## config.mk

```make
export PLATFORM = sky130hd
export DESIGN_NAME = error_diffusion_dither
export DESIGN_NICKNAME = d
export VERILOG_FILES = /design/src/hw/rtl/edd_pkg.sv /design/src/hw/rtl/error_diffusion_dither.sv /design/src/hw/rtl/edd_front.sv /design/src/hw/rtl/edd_queue.sv /design/src/hw/rtl/edd_back.sv
export SDC_FILE = /design/constraint.sdc
export NUM_CORES = 2
export LEC_CHECK = 0
export BUFFER_PORTS_ARGS = -buffer_cell sky130_fd_sc_hd__buf_4
export CAP_MARGIN = 25
export CORE_MARGIN = 2
export CORE_UTILIZATION = 60
export CTS_BUF_LIST = sky130_fd_sc_hd__clkbuf_4
export DETAILED_ROUTE_END_ITERATION = 8
export PLACE_DENSITY = 0.83
export SLEW_MARGIN = 15
export SYNTH_ARGS = -nofsm -noshare
export SYNTH_HDL_FRONTEND = slang
export SYNTH_HIERARCHICAL = 1
export SYNTH_SLANG_ARGS = --single-unit
```

## constraint.sdc

```tcl
create_clock -name clk -period 25.1 [get_ports clk]
set_input_delay 7.53 -clock clk [delete_from_list [all_inputs] [get_ports clk]]
set_output_delay 7.53 -clock clk [all_outputs]
set_load 0.01 [all_outputs]
```

## src/hw/rtl/edd_pkg.sv

```systemverilog
// Shared constants and types for the error diffusion dither block.
`default_nettype none
package edd_pkg;
	localparam int IMAGE_WIDTH_DEF = 320;
	localparam int QUEUE_DEPTH_DEF = 4;
	localparam int GRAY_W          = 8;
	localparam int ERR_W           = 10;
	localparam int BYTE_W          = 8;
	localparam logic [BYTE_W-1:0] LEFT_BIT = 8'h80;

	typedef struct packed {
		logic frame_start;
		logic first_row;
		logic last;
		logic byte_end;
	} edd_ctrl_t;

	localparam int CTRL_W = $bits(edd_ctrl_t);
endpackage
`default_nettype wire

```

## src/hw/rtl/error_diffusion_dither.sv

```systemverilog
// Error diffusion dither top level: 8-bit gray in, packed 1-bit pixels out.
//
// Input stream: one gray pixel per beat in raster order, IMAGE_WIDTH pixels
// per row. tuser high marks the first pixel of a frame; it restarts the
// column count and clears all carried error, also in the middle of a row
// (a partly built byte is dropped).
// Output stream: one byte per eight pixels, leftmost pixel in bit 7, 1 = white.
// tlast marks the byte that ends a row; a short last byte is left-aligned
// with zero padding.
// Throughput: one pixel per cycle while the output is not stalled, set by
// the quantize and right-carry loop in the back end; the error line memory
// takes one read and one write per cycle.
// Path: the last pixel of a byte is registered in the queue, then in the
// stage-one register, then in the output register that drives m_tdata.
// A four-entry queue sits between the input tagging and the back end; when
// the receiver stalls, pixels that complete no byte keep flowing until the
// output register and then the queue fill, after which s_tready drops.
// Reset: the column count restarts and the first row reads zero error.
// The error line is not swept; it needs no clearing pass.
`default_nettype none
module error_diffusion_dither #(
	parameter int IMAGE_WIDTH = edd_pkg::IMAGE_WIDTH_DEF,
	parameter int QUEUE_DEPTH = edd_pkg::QUEUE_DEPTH_DEF
) (
	input  wire logic                       clk,
	input  wire logic                       arst_n,
	input  wire logic                       s_tvalid,
	output logic                            s_tready,
	input  wire logic [edd_pkg::GRAY_W-1:0] s_tdata,   // [7:0] gray
	input  wire logic                       s_tuser,   // [0] frame_start
	output logic                            m_tvalid,
	input  wire logic                       m_tready,
	output logic [edd_pkg::BYTE_W-1:0]      m_tdata,   // [7:0] packed_byte
	output logic                            m_tlast    // end_of_row
);
	localparam int COL_W = $clog2(IMAGE_WIDTH);
	localparam int Q_W   = edd_pkg::GRAY_W + COL_W + edd_pkg::CTRL_W;

	logic                       push_valid, push_ready;
	logic [edd_pkg::GRAY_W-1:0] push_gray;
	logic [COL_W-1:0]           push_col;
	edd_pkg::edd_ctrl_t         push_ctrl;
	logic                       pop_valid, pop_ready;
	logic [Q_W-1:0]             pop_data;
	logic [edd_pkg::GRAY_W-1:0] pop_gray;
	logic [COL_W-1:0]           pop_col;
	edd_pkg::edd_ctrl_t         pop_ctrl;

	edd_front #(
		.IMAGE_WIDTH(IMAGE_WIDTH),
		.COL_W      (COL_W)
	) u_front (
		.clk       (clk),
		.arst_n    (arst_n),
		.s_tvalid  (s_tvalid),
		.s_tready  (s_tready),
		.s_tdata   (s_tdata),
		.s_tuser   (s_tuser),
		.push_valid(push_valid),
		.push_ready(push_ready),
		.push_gray (push_gray),
		.push_col  (push_col),
		.push_ctrl (push_ctrl)
	);

	edd_queue #(
		.DEPTH(QUEUE_DEPTH),
		.WIDTH(Q_W)
	) u_queue (
		.clk       (clk),
		.arst_n    (arst_n),
		.push_valid(push_valid),
		.push_ready(push_ready),
		.push_data ({push_ctrl, push_col, push_gray}),
		.pop_valid (pop_valid),
		.pop_ready (pop_ready),
		.pop_data  (pop_data)
	);

	assign pop_gray = pop_data[edd_pkg::GRAY_W-1:0];
	assign pop_col  = pop_data[edd_pkg::GRAY_W +: COL_W];
	assign pop_ctrl = pop_data[Q_W-1 -: edd_pkg::CTRL_W];

	edd_back #(
		.IMAGE_WIDTH(IMAGE_WIDTH),
		.COL_W      (COL_W)
	) u_back (
		.clk      (clk),
		.arst_n   (arst_n),
		.pop_valid(pop_valid),
		.pop_ready(pop_ready),
		.pop_gray (pop_gray),
		.pop_col  (pop_col),
		.pop_ctrl (pop_ctrl),
		.m_tvalid (m_tvalid),
		.m_tready (m_tready),
		.m_tdata  (m_tdata),
		.m_tlast  (m_tlast)
	);
endmodule
`default_nettype wire

```

## src/hw/rtl/edd_front.sv

```systemverilog
// Input side: accepts pixels, tracks column and row, tags each pixel.
`default_nettype none
module edd_front #(
	parameter int IMAGE_WIDTH = edd_pkg::IMAGE_WIDTH_DEF,
	parameter int COL_W       = $clog2(IMAGE_WIDTH)
) (
	input  wire logic                       clk,
	input  wire logic                       arst_n,
	input  wire logic                       s_tvalid,
	output logic                            s_tready,
	input  wire logic [edd_pkg::GRAY_W-1:0] s_tdata,   // [7:0] gray
	input  wire logic                       s_tuser,   // [0] frame_start
	output logic                            push_valid,
	input  wire logic                       push_ready,
	output logic [edd_pkg::GRAY_W-1:0]      push_gray,
	output logic [COL_W-1:0]                push_col,
	output edd_pkg::edd_ctrl_t              push_ctrl
);
	localparam logic [COL_W-1:0] LAST_COL = COL_W'(IMAGE_WIDTH - 1);

	logic [COL_W-1:0] col_q;
	logic             first_row_q;
	logic [COL_W-1:0] col;
	logic             first_row;
	logic             accept;

	assign s_tready   = push_ready;
	assign push_valid = s_tvalid;
	assign accept     = s_tvalid && push_ready;

	assign col       = s_tuser ? '0 : col_q;
	assign first_row = s_tuser ? 1'b1 : first_row_q;

	assign push_gray             = s_tdata;
	assign push_col              = col;
	assign push_ctrl.frame_start = s_tuser;
	assign push_ctrl.first_row   = first_row;
	assign push_ctrl.last        = (col == LAST_COL);
	assign push_ctrl.byte_end    = (col[2:0] == 3'd7) || (col == LAST_COL);

	always_ff @(posedge clk or negedge arst_n) begin
		if (!arst_n) begin
			col_q       <= '0;
			first_row_q <= 1'b1;
		end else if (accept) begin
			if (col == LAST_COL) begin
				col_q       <= '0;
				first_row_q <= 1'b0;
			end else begin
				col_q       <= col + 1'b1;
				first_row_q <= first_row;
			end
		end
	end
endmodule
`default_nettype wire

```

## src/hw/rtl/edd_queue.sv

```systemverilog
// Small FIFO between the tagging front and the diffusion back end.
`default_nettype none
module edd_queue #(
	parameter int DEPTH = edd_pkg::QUEUE_DEPTH_DEF,
	parameter int WIDTH = 8
) (
	input  wire logic             clk,
	input  wire logic             arst_n,
	input  wire logic             push_valid,
	output logic                  push_ready,
	input  wire logic [WIDTH-1:0] push_data,
	output logic                  pop_valid,
	input  wire logic             pop_ready,
	output logic [WIDTH-1:0]      pop_data
);
	localparam int PTR_W = (DEPTH > 1) ? $clog2(DEPTH) : 1;
	localparam int CNT_W = $clog2(DEPTH + 1);
	localparam logic [PTR_W-1:0] LAST_PTR = PTR_W'(DEPTH - 1);

	logic [WIDTH-1:0] entry_q [DEPTH];
	logic [PTR_W-1:0] wr_ptr_q;
	logic [PTR_W-1:0] rd_ptr_q;
	logic [CNT_W-1:0] count_q;
	logic             do_push;
	logic             do_pop;

	assign push_ready = (count_q != CNT_W'(DEPTH));
	assign pop_valid  = (count_q != '0);
	assign pop_data   = entry_q[rd_ptr_q];
	assign do_push    = push_valid && push_ready;
	assign do_pop     = pop_valid && pop_ready;

	always_ff @(posedge clk) begin
		if (do_push) begin
			entry_q[wr_ptr_q] <= push_data;
		end
	end

	always_ff @(posedge clk or negedge arst_n) begin
		if (!arst_n) begin
			wr_ptr_q <= '0;
			rd_ptr_q <= '0;
			count_q  <= '0;
		end else begin
			if (do_push) begin
				wr_ptr_q <= (wr_ptr_q == LAST_PTR) ? '0 : wr_ptr_q + 1'b1;
			end
			if (do_pop) begin
				rd_ptr_q <= (rd_ptr_q == LAST_PTR) ? '0 : rd_ptr_q + 1'b1;
			end
			if (do_push && !do_pop) begin
				count_q <= count_q + 1'b1;
			end else if (!do_push && do_pop) begin
				count_q <= count_q - 1'b1;
			end
		end
	end
endmodule
`default_nettype wire

```

## src/hw/rtl/edd_back.sv

```systemverilog
// Diffusion engine: error line memory, quantizer, bit packer, output register.
`default_nettype none
module edd_back #(
	parameter int IMAGE_WIDTH = edd_pkg::IMAGE_WIDTH_DEF,
	parameter int COL_W       = $clog2(IMAGE_WIDTH)
) (
	input  wire logic                       clk,
	input  wire logic                       arst_n,
	input  wire logic                       pop_valid,
	output logic                            pop_ready,
	input  wire logic [edd_pkg::GRAY_W-1:0] pop_gray,
	input  wire logic [COL_W-1:0]           pop_col,
	input  wire edd_pkg::edd_ctrl_t         pop_ctrl,
	output logic                            m_tvalid,
	input  wire logic                       m_tready,
	output logic [edd_pkg::BYTE_W-1:0]      m_tdata,   // [7:0] packed_byte
	output logic                            m_tlast    // end_of_row
);
	localparam int ERR_W = edd_pkg::ERR_W;
	localparam int BW    = edd_pkg::BYTE_W;
	localparam logic [COL_W-1:0] LAST_ADDR = COL_W'(IMAGE_WIDTH - 1);

	// error line, entry m holds the error for column m of the row below
	logic signed [ERR_W-1:0] line_mem [IMAGE_WIDTH];

	logic                         valid_s1;
	logic [edd_pkg::GRAY_W-1:0]   gray_s1;
	logic [COL_W-1:0]             col_s1;
	edd_pkg::edd_ctrl_t           ctrl_s1;
	logic signed [ERR_W-1:0]      err_s1;

	logic signed [ERR_W-1:0] rc_q, sn_q, sf_q;
	logic [BW-1:0]           bits_q;
	logic                    pend_q;
	logic signed [ERR_W-1:0] pend_data_q;

	logic                    out_valid_q;
	logic [BW-1:0]           out_data_q;
	logic                    out_last_q;

	logic signed [ERR_W-1:0] rc_cur, sn_cur, sf_cur;
	logic [BW-1:0]           bits_cur, bits_new;
	logic signed [10:0]      v_raw;
	logic [7:0]              v8;
	logic                    white;
	logic signed [11:0]      e12, t7, t3, t5, s7, s3, s5, s1;
	logic signed [ERR_W-1:0] d7, d3, d5, d1, near_new;
	logic                    adv_s1;
	logic                    load_s1;
	logic                    wr_en;
	logic [COL_W-1:0]        wr_addr;
	logic signed [ERR_W-1:0] wr_data;

	assign rc_cur   = ctrl_s1.frame_start ? '0 : rc_q;
	assign sn_cur   = ctrl_s1.frame_start ? '0 : sn_q;
	assign sf_cur   = ctrl_s1.frame_start ? '0 : sf_q;
	assign bits_cur = ctrl_s1.frame_start ? '0 : bits_q;

	always_comb begin
		v_raw = $signed({3'b000, gray_s1}) + $signed({err_s1[ERR_W-1], err_s1})
			+ $signed({rc_cur[ERR_W-1], rc_cur});
		if (v_raw[10]) begin
			v8 = 8'd0;
		end else if (v_raw[9:8] != 2'b00) begin
			v8 = 8'd255;
		end else begin
			v8 = v_raw[7:0];
		end
		white = v8[7];
		e12   = white ? ($signed({4'b0000, v8}) - 12'sd255) : $signed({4'b0000, v8});
		t7    = (e12 <<< 3) - e12;
		t3    = (e12 <<< 1) + e12;
		t5    = (e12 <<< 2) + e12;
		s7    = t7 >>> 4;
		s3    = t3 >>> 4;
		s5    = t5 >>> 4;
		s1    = e12 >>> 4;
		d7    = s7[ERR_W-1:0];
		d3    = s3[ERR_W-1:0];
		d5    = s5[ERR_W-1:0];
		d1    = s1[ERR_W-1:0];
		near_new = sf_cur + d5;
		bits_new = bits_cur | (white ? (edd_pkg::LEFT_BIT >> col_s1[2:0]) : '0);
	end

	assign adv_s1    = valid_s1 && (!ctrl_s1.byte_end || !out_valid_q || m_tready);
	assign load_s1   = !valid_s1 || adv_s1;
	assign pop_ready = load_s1;

	// lower-left term of column c lands in entry c-1; the last column also
	// leaves the lower term for the final entry, written in the cycle after it from pend_data_q
	assign wr_en   = pend_q || (adv_s1 && (col_s1 != '0));
	assign wr_addr = pend_q ? LAST_ADDR : col_s1 - 1'b1;
	assign wr_data = pend_q ? pend_data_q : (sn_cur + d3);

	always_ff @(posedge clk) begin
		if (wr_en) begin
			line_mem[wr_addr] <= wr_data;
		end
	end

	always_ff @(posedge clk) begin
		if (load_s1 && pop_valid) begin
			gray_s1 <= pop_gray;
			col_s1  <= pop_col;
			ctrl_s1 <= pop_ctrl;
			err_s1  <= pop_ctrl.first_row ? '0 : line_mem[pop_col];
		end
		if (adv_s1 && ctrl_s1.last) begin
			pend_data_q <= near_new;
		end
		if (adv_s1 && ctrl_s1.byte_end) begin
			out_data_q <= bits_new;
			out_last_q <= ctrl_s1.last;
		end
	end

	always_ff @(posedge clk or negedge arst_n) begin
		if (!arst_n) begin
			valid_s1    <= 1'b0;
			rc_q        <= '0;
			sn_q        <= '0;
			sf_q        <= '0;
			bits_q      <= '0;
			pend_q      <= 1'b0;
			out_valid_q <= 1'b0;
		end else begin
			if (load_s1) begin
				valid_s1 <= pop_valid;
			end
			pend_q <= adv_s1 && ctrl_s1.last;
			if (adv_s1) begin
				if (ctrl_s1.last) begin
					rc_q <= '0;
					sn_q <= '0;
					sf_q <= '0;
				end else begin
					rc_q <= d7;
					sn_q <= near_new;
					sf_q <= d1;
				end
				bits_q <= ctrl_s1.byte_end ? '0 : bits_new;
			end
			if (adv_s1 && ctrl_s1.byte_end) begin
				out_valid_q <= 1'b1;
			end else if (m_tready) begin
				out_valid_q <= 1'b0;
			end
		end
	end

	assign m_tvalid = out_valid_q;
	assign m_tdata  = out_data_q;
	assign m_tlast  = out_last_q;
endmodule
`default_nettype wire

```

After elaboration in Yosys (flattened, before gate mapping)
Memories as Yosys holds them, arrays and structs flattened. A register that Yosys moved wholly into a read port is not among the register bits.
Index checks and enable logic that the tools add are counted.
W data, S select, Z words.

word-level totals
  bits in registers = 97
  bits in latches = 0
  RAM bits = 3,284
  ROM bits = 0
  bits of input ports = 13
  output and inout bits = 11
  logic and storage cells = 94
  memories = 2

operators by class
  $add $sub $neg = 14
  multiply operators = 0
  div/mod/pow operators = 0
  magnitude comparators = 0
  equality and inequality tests = 5
  shifts and indexed selects = 1
  multiplexer cells = 28
  bitwise operators = 1
  reduce and logical (&&, ||, !) cells = 23

memory list
  name             depth  width  read ports  clocked after Yosys merged registers in  wr ports  line             RTL
  u_back.line_mem  320    10     1           1                                        1         edd_back.sv:24   logic signed [ERR_W-1:0] line_mem [IMAGE_WIDTH];
  u_queue.entry_q  4      21     1           0                                        1         edd_queue.sv:20  logic [WIDTH-1:0] entry_q [DEPTH];

operator list
  operator               number
  $mux W10               7
  $mux W8                5
  $mux W9                3
  $add A12 B12 Y12       2
  $add A10 B8 Y10        2
  $mux W12               1
  $sub A12 B12 Y12       1
  $add A11 B10 Y11       1
  $add A9 B10 Y11        1
  $add A9 B1 Y9 const B  1
  $eq A9 B9 Y1 const B   1
  $reduce_bool A9 Y1     1
  $sub A8 B8 Y9 const B  1
  $sub A9 B1 Y9 const B  1
  $logic_and A1 B1 Y1    8
  $mux W1                8
  $or A8 B8 Y8           1
  $shr A8 B3 Y8 const A  1
  $mux W3                2
  $reduce_bool A2 Y1     3
  $logic_not A1 Y1       5
  $logic_or A1 B1 Y1     5
  $add A2 B1 Y2 const B  2
  $eq A2 B2 Y1 const B   2
  6 further kinds        7

Depth between registers and ports, before layout
  depth after elaboration = 10
  mapped depth = 37

Hierarchy
The synthesis kept the hierarchy.

by module, submodules not included
  module     times used  cells each  area each (um2)
  edd_back   1           5,542       128,577.1
  edd_queue  1           146         3,465.8
  edd_front  1           92          745.7

Least setup slack after synthesis
Ideal clock, no wire load.

  kind = register -> register
  start point = register u_back/ctrl_s1[3] (netlist name)
  end point = memory u_back.line_mem[0][8], data pin
  arrival time = 18.860 ns
  data required time = 22.418 ns
  slack = 3.558 ns
  stages on the path, launching flop included = 34
  path buffers = 3
  clock period less this slack = 21.542 ns
  path through = edfxtp_1 > clkbuf_1 > clkbuf_1 > nand2b_1 > fa_1 > inv_1 > ha_1 > fa_1 > nand3_1 > a21oi_1 > o31a_1 > o211a_1 > a21oi_1 > ha_1 > clkbuf_1 > a21oi_1 > mux2_4 > nor3_4 > ha_1 > inv_1 > a2111oi_0 > o32ai_1 > xnor2_1 > ha_1 > fa_1 > a21oi_1 > nor2_1 > nor2_1 > o21bai_1 > a21oi_1 > o21bai_1 > a21oi_1 > xor2_1 > o21ai_0

between the ends
  word-level cells in the longest chain between the ends = 10
  elaborated cells on any way between the ends = 11
  those cells by class = 4 x add/sub; 6 x mux; 1 x reduce/logical

RTL lines
  element                 line             RTL
  start, declared         edd_back.sv:29   edd_pkg::edd_ctrl_t ctrl_s1;
  start signal, assigned  edd_back.sv:106  ctrl_s1 <= pop_ctrl;
  $mux W10                edd_back.sv:54   assign rc_cur = ctrl_s1.frame_start ? '0 : rc_q;
  $add A11 B10 Y11        edd_back.sv:61   + $signed({rc_cur[ERR_W-1], rc_cur});
  $reduce_bool A2 Y1      edd_back.sv:64   end else if (v_raw[9:8] != 2'b00) begin
  $mux W8                 edd_back.sv:64
  $mux W8                 edd_back.sv:62   if (v_raw[10]) begin
  $sub A8 B8 Y9           edd_back.sv:70   e12 = white ? ($signed({4'b0000, v8}) - 12'sd255) : $signed({4'b0000, v8});
  $mux W12                edd_back.sv:70
  $add A12 B12 Y12        edd_back.sv:72   t3 = (e12 <<< 1) + e12;
  $add A10 B8 Y10 *       edd_back.sv:94   assign wr_data = pend_q ? pend_data_q : (sn_cur + d3);
  $mux W10 *              edd_back.sv:94
  net u_back.wr_data[8]   edd_back.sv:52   logic signed [ERR_W-1:0] wr_data;
  end, declared           edd_back.sv:24

The timed path passes the listed nets; every way through them passes the cells marked *.

Final worst setup path
  start point = register u_back/ctrl_s1[3] (netlist name)
  end point = memory u_back.line_mem[210][3], data pin

Same word-level chain as after synthesis.

==> run metrics <==
hold_ws 0.481 ns; Initial Util 60.4%; Tot GR Track Use 30.3%; post-detail-place hpwl 202000 µm; Synth Register Bits 3384; fin area 146000 µm²; violated checks DRC; final wirelength 341000 µm; Worst-Margin Slew 1.18 ns; setup bufs post-CTS 0; Iteration-0 DRC Markers 12100; CP max stage cell buf_4; largest net degree at the start of global routing 187; Final Hold Viols 0; clock skew 0.141 ns; synth top area cells edfxtp_1, mux4_2, nor2_1; Synth Flop Type edfxtp_1; fmax 0.0941 GHz; die height 474 µm; post-cts sizing count 0; Pins Over Slew Limit 0; initial antenna violation count 22; Clock Sink Count 3384; Via Count 67800; IO buf count 23; RSZ-0062 raised after global routing no; IO Pins 24; cell with the most instances after synthesis edfxtp_1; CTS Root Cell clkbuf_4; routability cong. 0.890; Setup crit start u_back/ctrl_s1[3]; buffer depth of the longest clock path 4; Rel. slew slack 20.8%; DIE AREA 225000 µm²; Req. time, crit path 26.17 ns; crit-path max FO 70; Syn Inst Count 5780; Clock transition at path regs 0.07 ns; Synth area leader edfxtp_1; non-filler instance count after layout 9942; warnings from Yosys 6; CTS tree yes; CP Data Arrival Time 11.69 ns; Final Setup Violations 0; H-tree Lvls 6; Worst Hold Depth 2; Reg-to-Reg Start u_back/ctrl_s1[3]; grt ovf 0; DRC Markers 1; remaining antenna violation count 0; vias in the first global route 67300; Cell Rows 172; WL/cell 34.3 µm; die span in x 474 µm; CTS hold repair buffers 0; Synth top area share 75.4%; synthesis-to-finish area growth 10.2%; Post-Synthesis Cell Area 133000 µm²; shortest period the worst path allows 10.62 ns; first-pass GRT wire length 484000 µm; Cell variety after synth 80; asr flop ratio synth 1.51%; status finished with violations; post-synthesis net count 5866; final setup TNS 0 ns; share of the clock period used by the worst path 42.3%; FILL cells 13000; worst hold-check path type reg2reg; number of vias per cell 6.82; Cell Area, Placed 136000 µm²; Crit path top cell by count buf_4; CP startpoint kind register; r2r worst-path depth 31; DP Cell Count 8528; kind of critical path reg2reg; Worst setup EP type register; layout cells sized above 1 35.6%; Avg Inst Size Synth 23.0 µm²; first drt pass iteration count 9; Max-Cap Viols 0; CP peak stage delay 0.88 ns; sequential area share after synthesis 76.3%; Skew-Pair Late Insertion Delay 1.50 ns; core region area 220000 µm²; hold_sp u_back/sf_q[2]; top post-synthesis cells by count edfxtp_1, mux4_2, nor2_1; CTS buffer count 785; Post-synth EDFFs 3333; Nets 6454
[flip-flops by register name, summed over array words and instances (netlist names), 2 cells and up]
name / flops
u_queue/entry_q: 84
u_back/pend_data_q: 10
u_back/sf_q: 5
u_back/line_mem: 3200
u_back/gray_s1: 8
u_front/col_q: 9
u_back/rc_q: 8
u_back/m_tdata: 8
u_back/err_s1: 10
u_back/bits_q: 8
u_queue/wr_ptr_q: 2
u_queue/rd_ptr_q: 2
u_queue/count_q: 3
u_back/ctrl_s1: 3
u_back/col_s1: 9
u_back/sn_q: 10
[layer usage]
| metal | vias up | track usage [%] | wire length, µm |
|---|---|---|---|
| li1 | 26100 | - | - |
| met1 | 34300 | 41.5 | 113000 |
| met2 | 6446 | 46.0 | 162000 |
| met3 | 897 | 8.36 | 48900 |
| met4 | 24 | 14.3 | 16700 |
| met5 | - | 0 | 181 |
[final timing paths]
kind | endpoint | slack, ns
setup / recovery | u_back/line_mem[210][3] | 14.48
hold / removal | u_back/sf_q[2] | 0.48
setup reg to reg | u_back/line_mem[210][3] | 14.48
hold reg to reg | u_back/sf_q[2] | 0.48
max in group asynchronous | u_back/pend_q | 18.40
min in group asynchronous | u_front/col_q[6] | 6.13
[logic make-up after synthesis]
logic type / after synthesis / share of synthesized area, %
adders and majority gates: 74 / 0.764
DFF: 3384 / 76.3
and+or+nand+nor: 616 / 2.00
buffers and inverters: 383 / 1.20
AOI/OAI and AO/OA: 167 / 0.827
muxes: 1105 / 18.5
xor gates and xnor gates: 51 / 0.336
[per-stage QoR]
stage          worst slack [ns]  util [%]
6_report                  14.48      66.6
4_1_cts                   14.56      66.4
3_5_place_dp              13.88      62.0
5_1_grt                   13.93      66.6
3_3_place_gp              14.06      61.9
2_1_floorplan              3.56         -
[cells in the final DEF, fill, tap and decap left out, types with 5 or more instances in the layout]
cell type      n
inv_2          9
or2_2          6
clkbuf_4    1128
dfrtp_1       49
a22o_1        10
clkinv_1     186
nand2b_1      13
o21ai_4        7
clkinvlp_4     9
buf_16         9
a21o_1        11
and2_1         7
o21ai_0       47
ha_1          61
nand2_2       17
nor3_1         7
fa_1          12
nand2_1       98
mux2i_1       14
clkinv_2      45
mux4_4         5
buf_12        10
buf_4        105
xnor2_1       34
o21bai_1      11
diode_2       11
nor2_1       382
mux4_2      1076
a31oi_1        8
xor2_1        17
nand3_1       12
o31ai_1        6
bufinv_16      9
a21oi_1       33
inv_1         58
nor2b_1       36
edfxtp_1    3333
[critical path, delay by kind of cell (launching register included)]
family | cells | cell delay, ns
AOI/OAI and AO/OA | 8 | 1.96
xor gates and xnor gates | 2 | 0.32
adders and majority gates | 5 | 1.67
buffers and inverters | 8 | 3.76
DFF | 1 | 0.36
muxes | 1 | 0.28
and+or+nand+nor | 7 | 1.70
[area by class of cell]
cell class / instances / area (µm²) / area share [%]
antenna: 11 / 27.5 / 0.0188
clock buffer: 1128 / 8470 / 5.78
clock inverter: 264 / 1350 / 0.922
inverter: 58 / 218 / 0.149
multi-input combinational: 2013 / 30000 / 20.5
sequential: 3384 / 101000 / 69.2
tap: 2958 / 3700 / 2.53
timing repair buffer: 126 / 1250 / 0.856
Power is left out: the tool's default activity adds up to more than one toggle a clock period on the data nets, which glitch-free logic cannot reach.
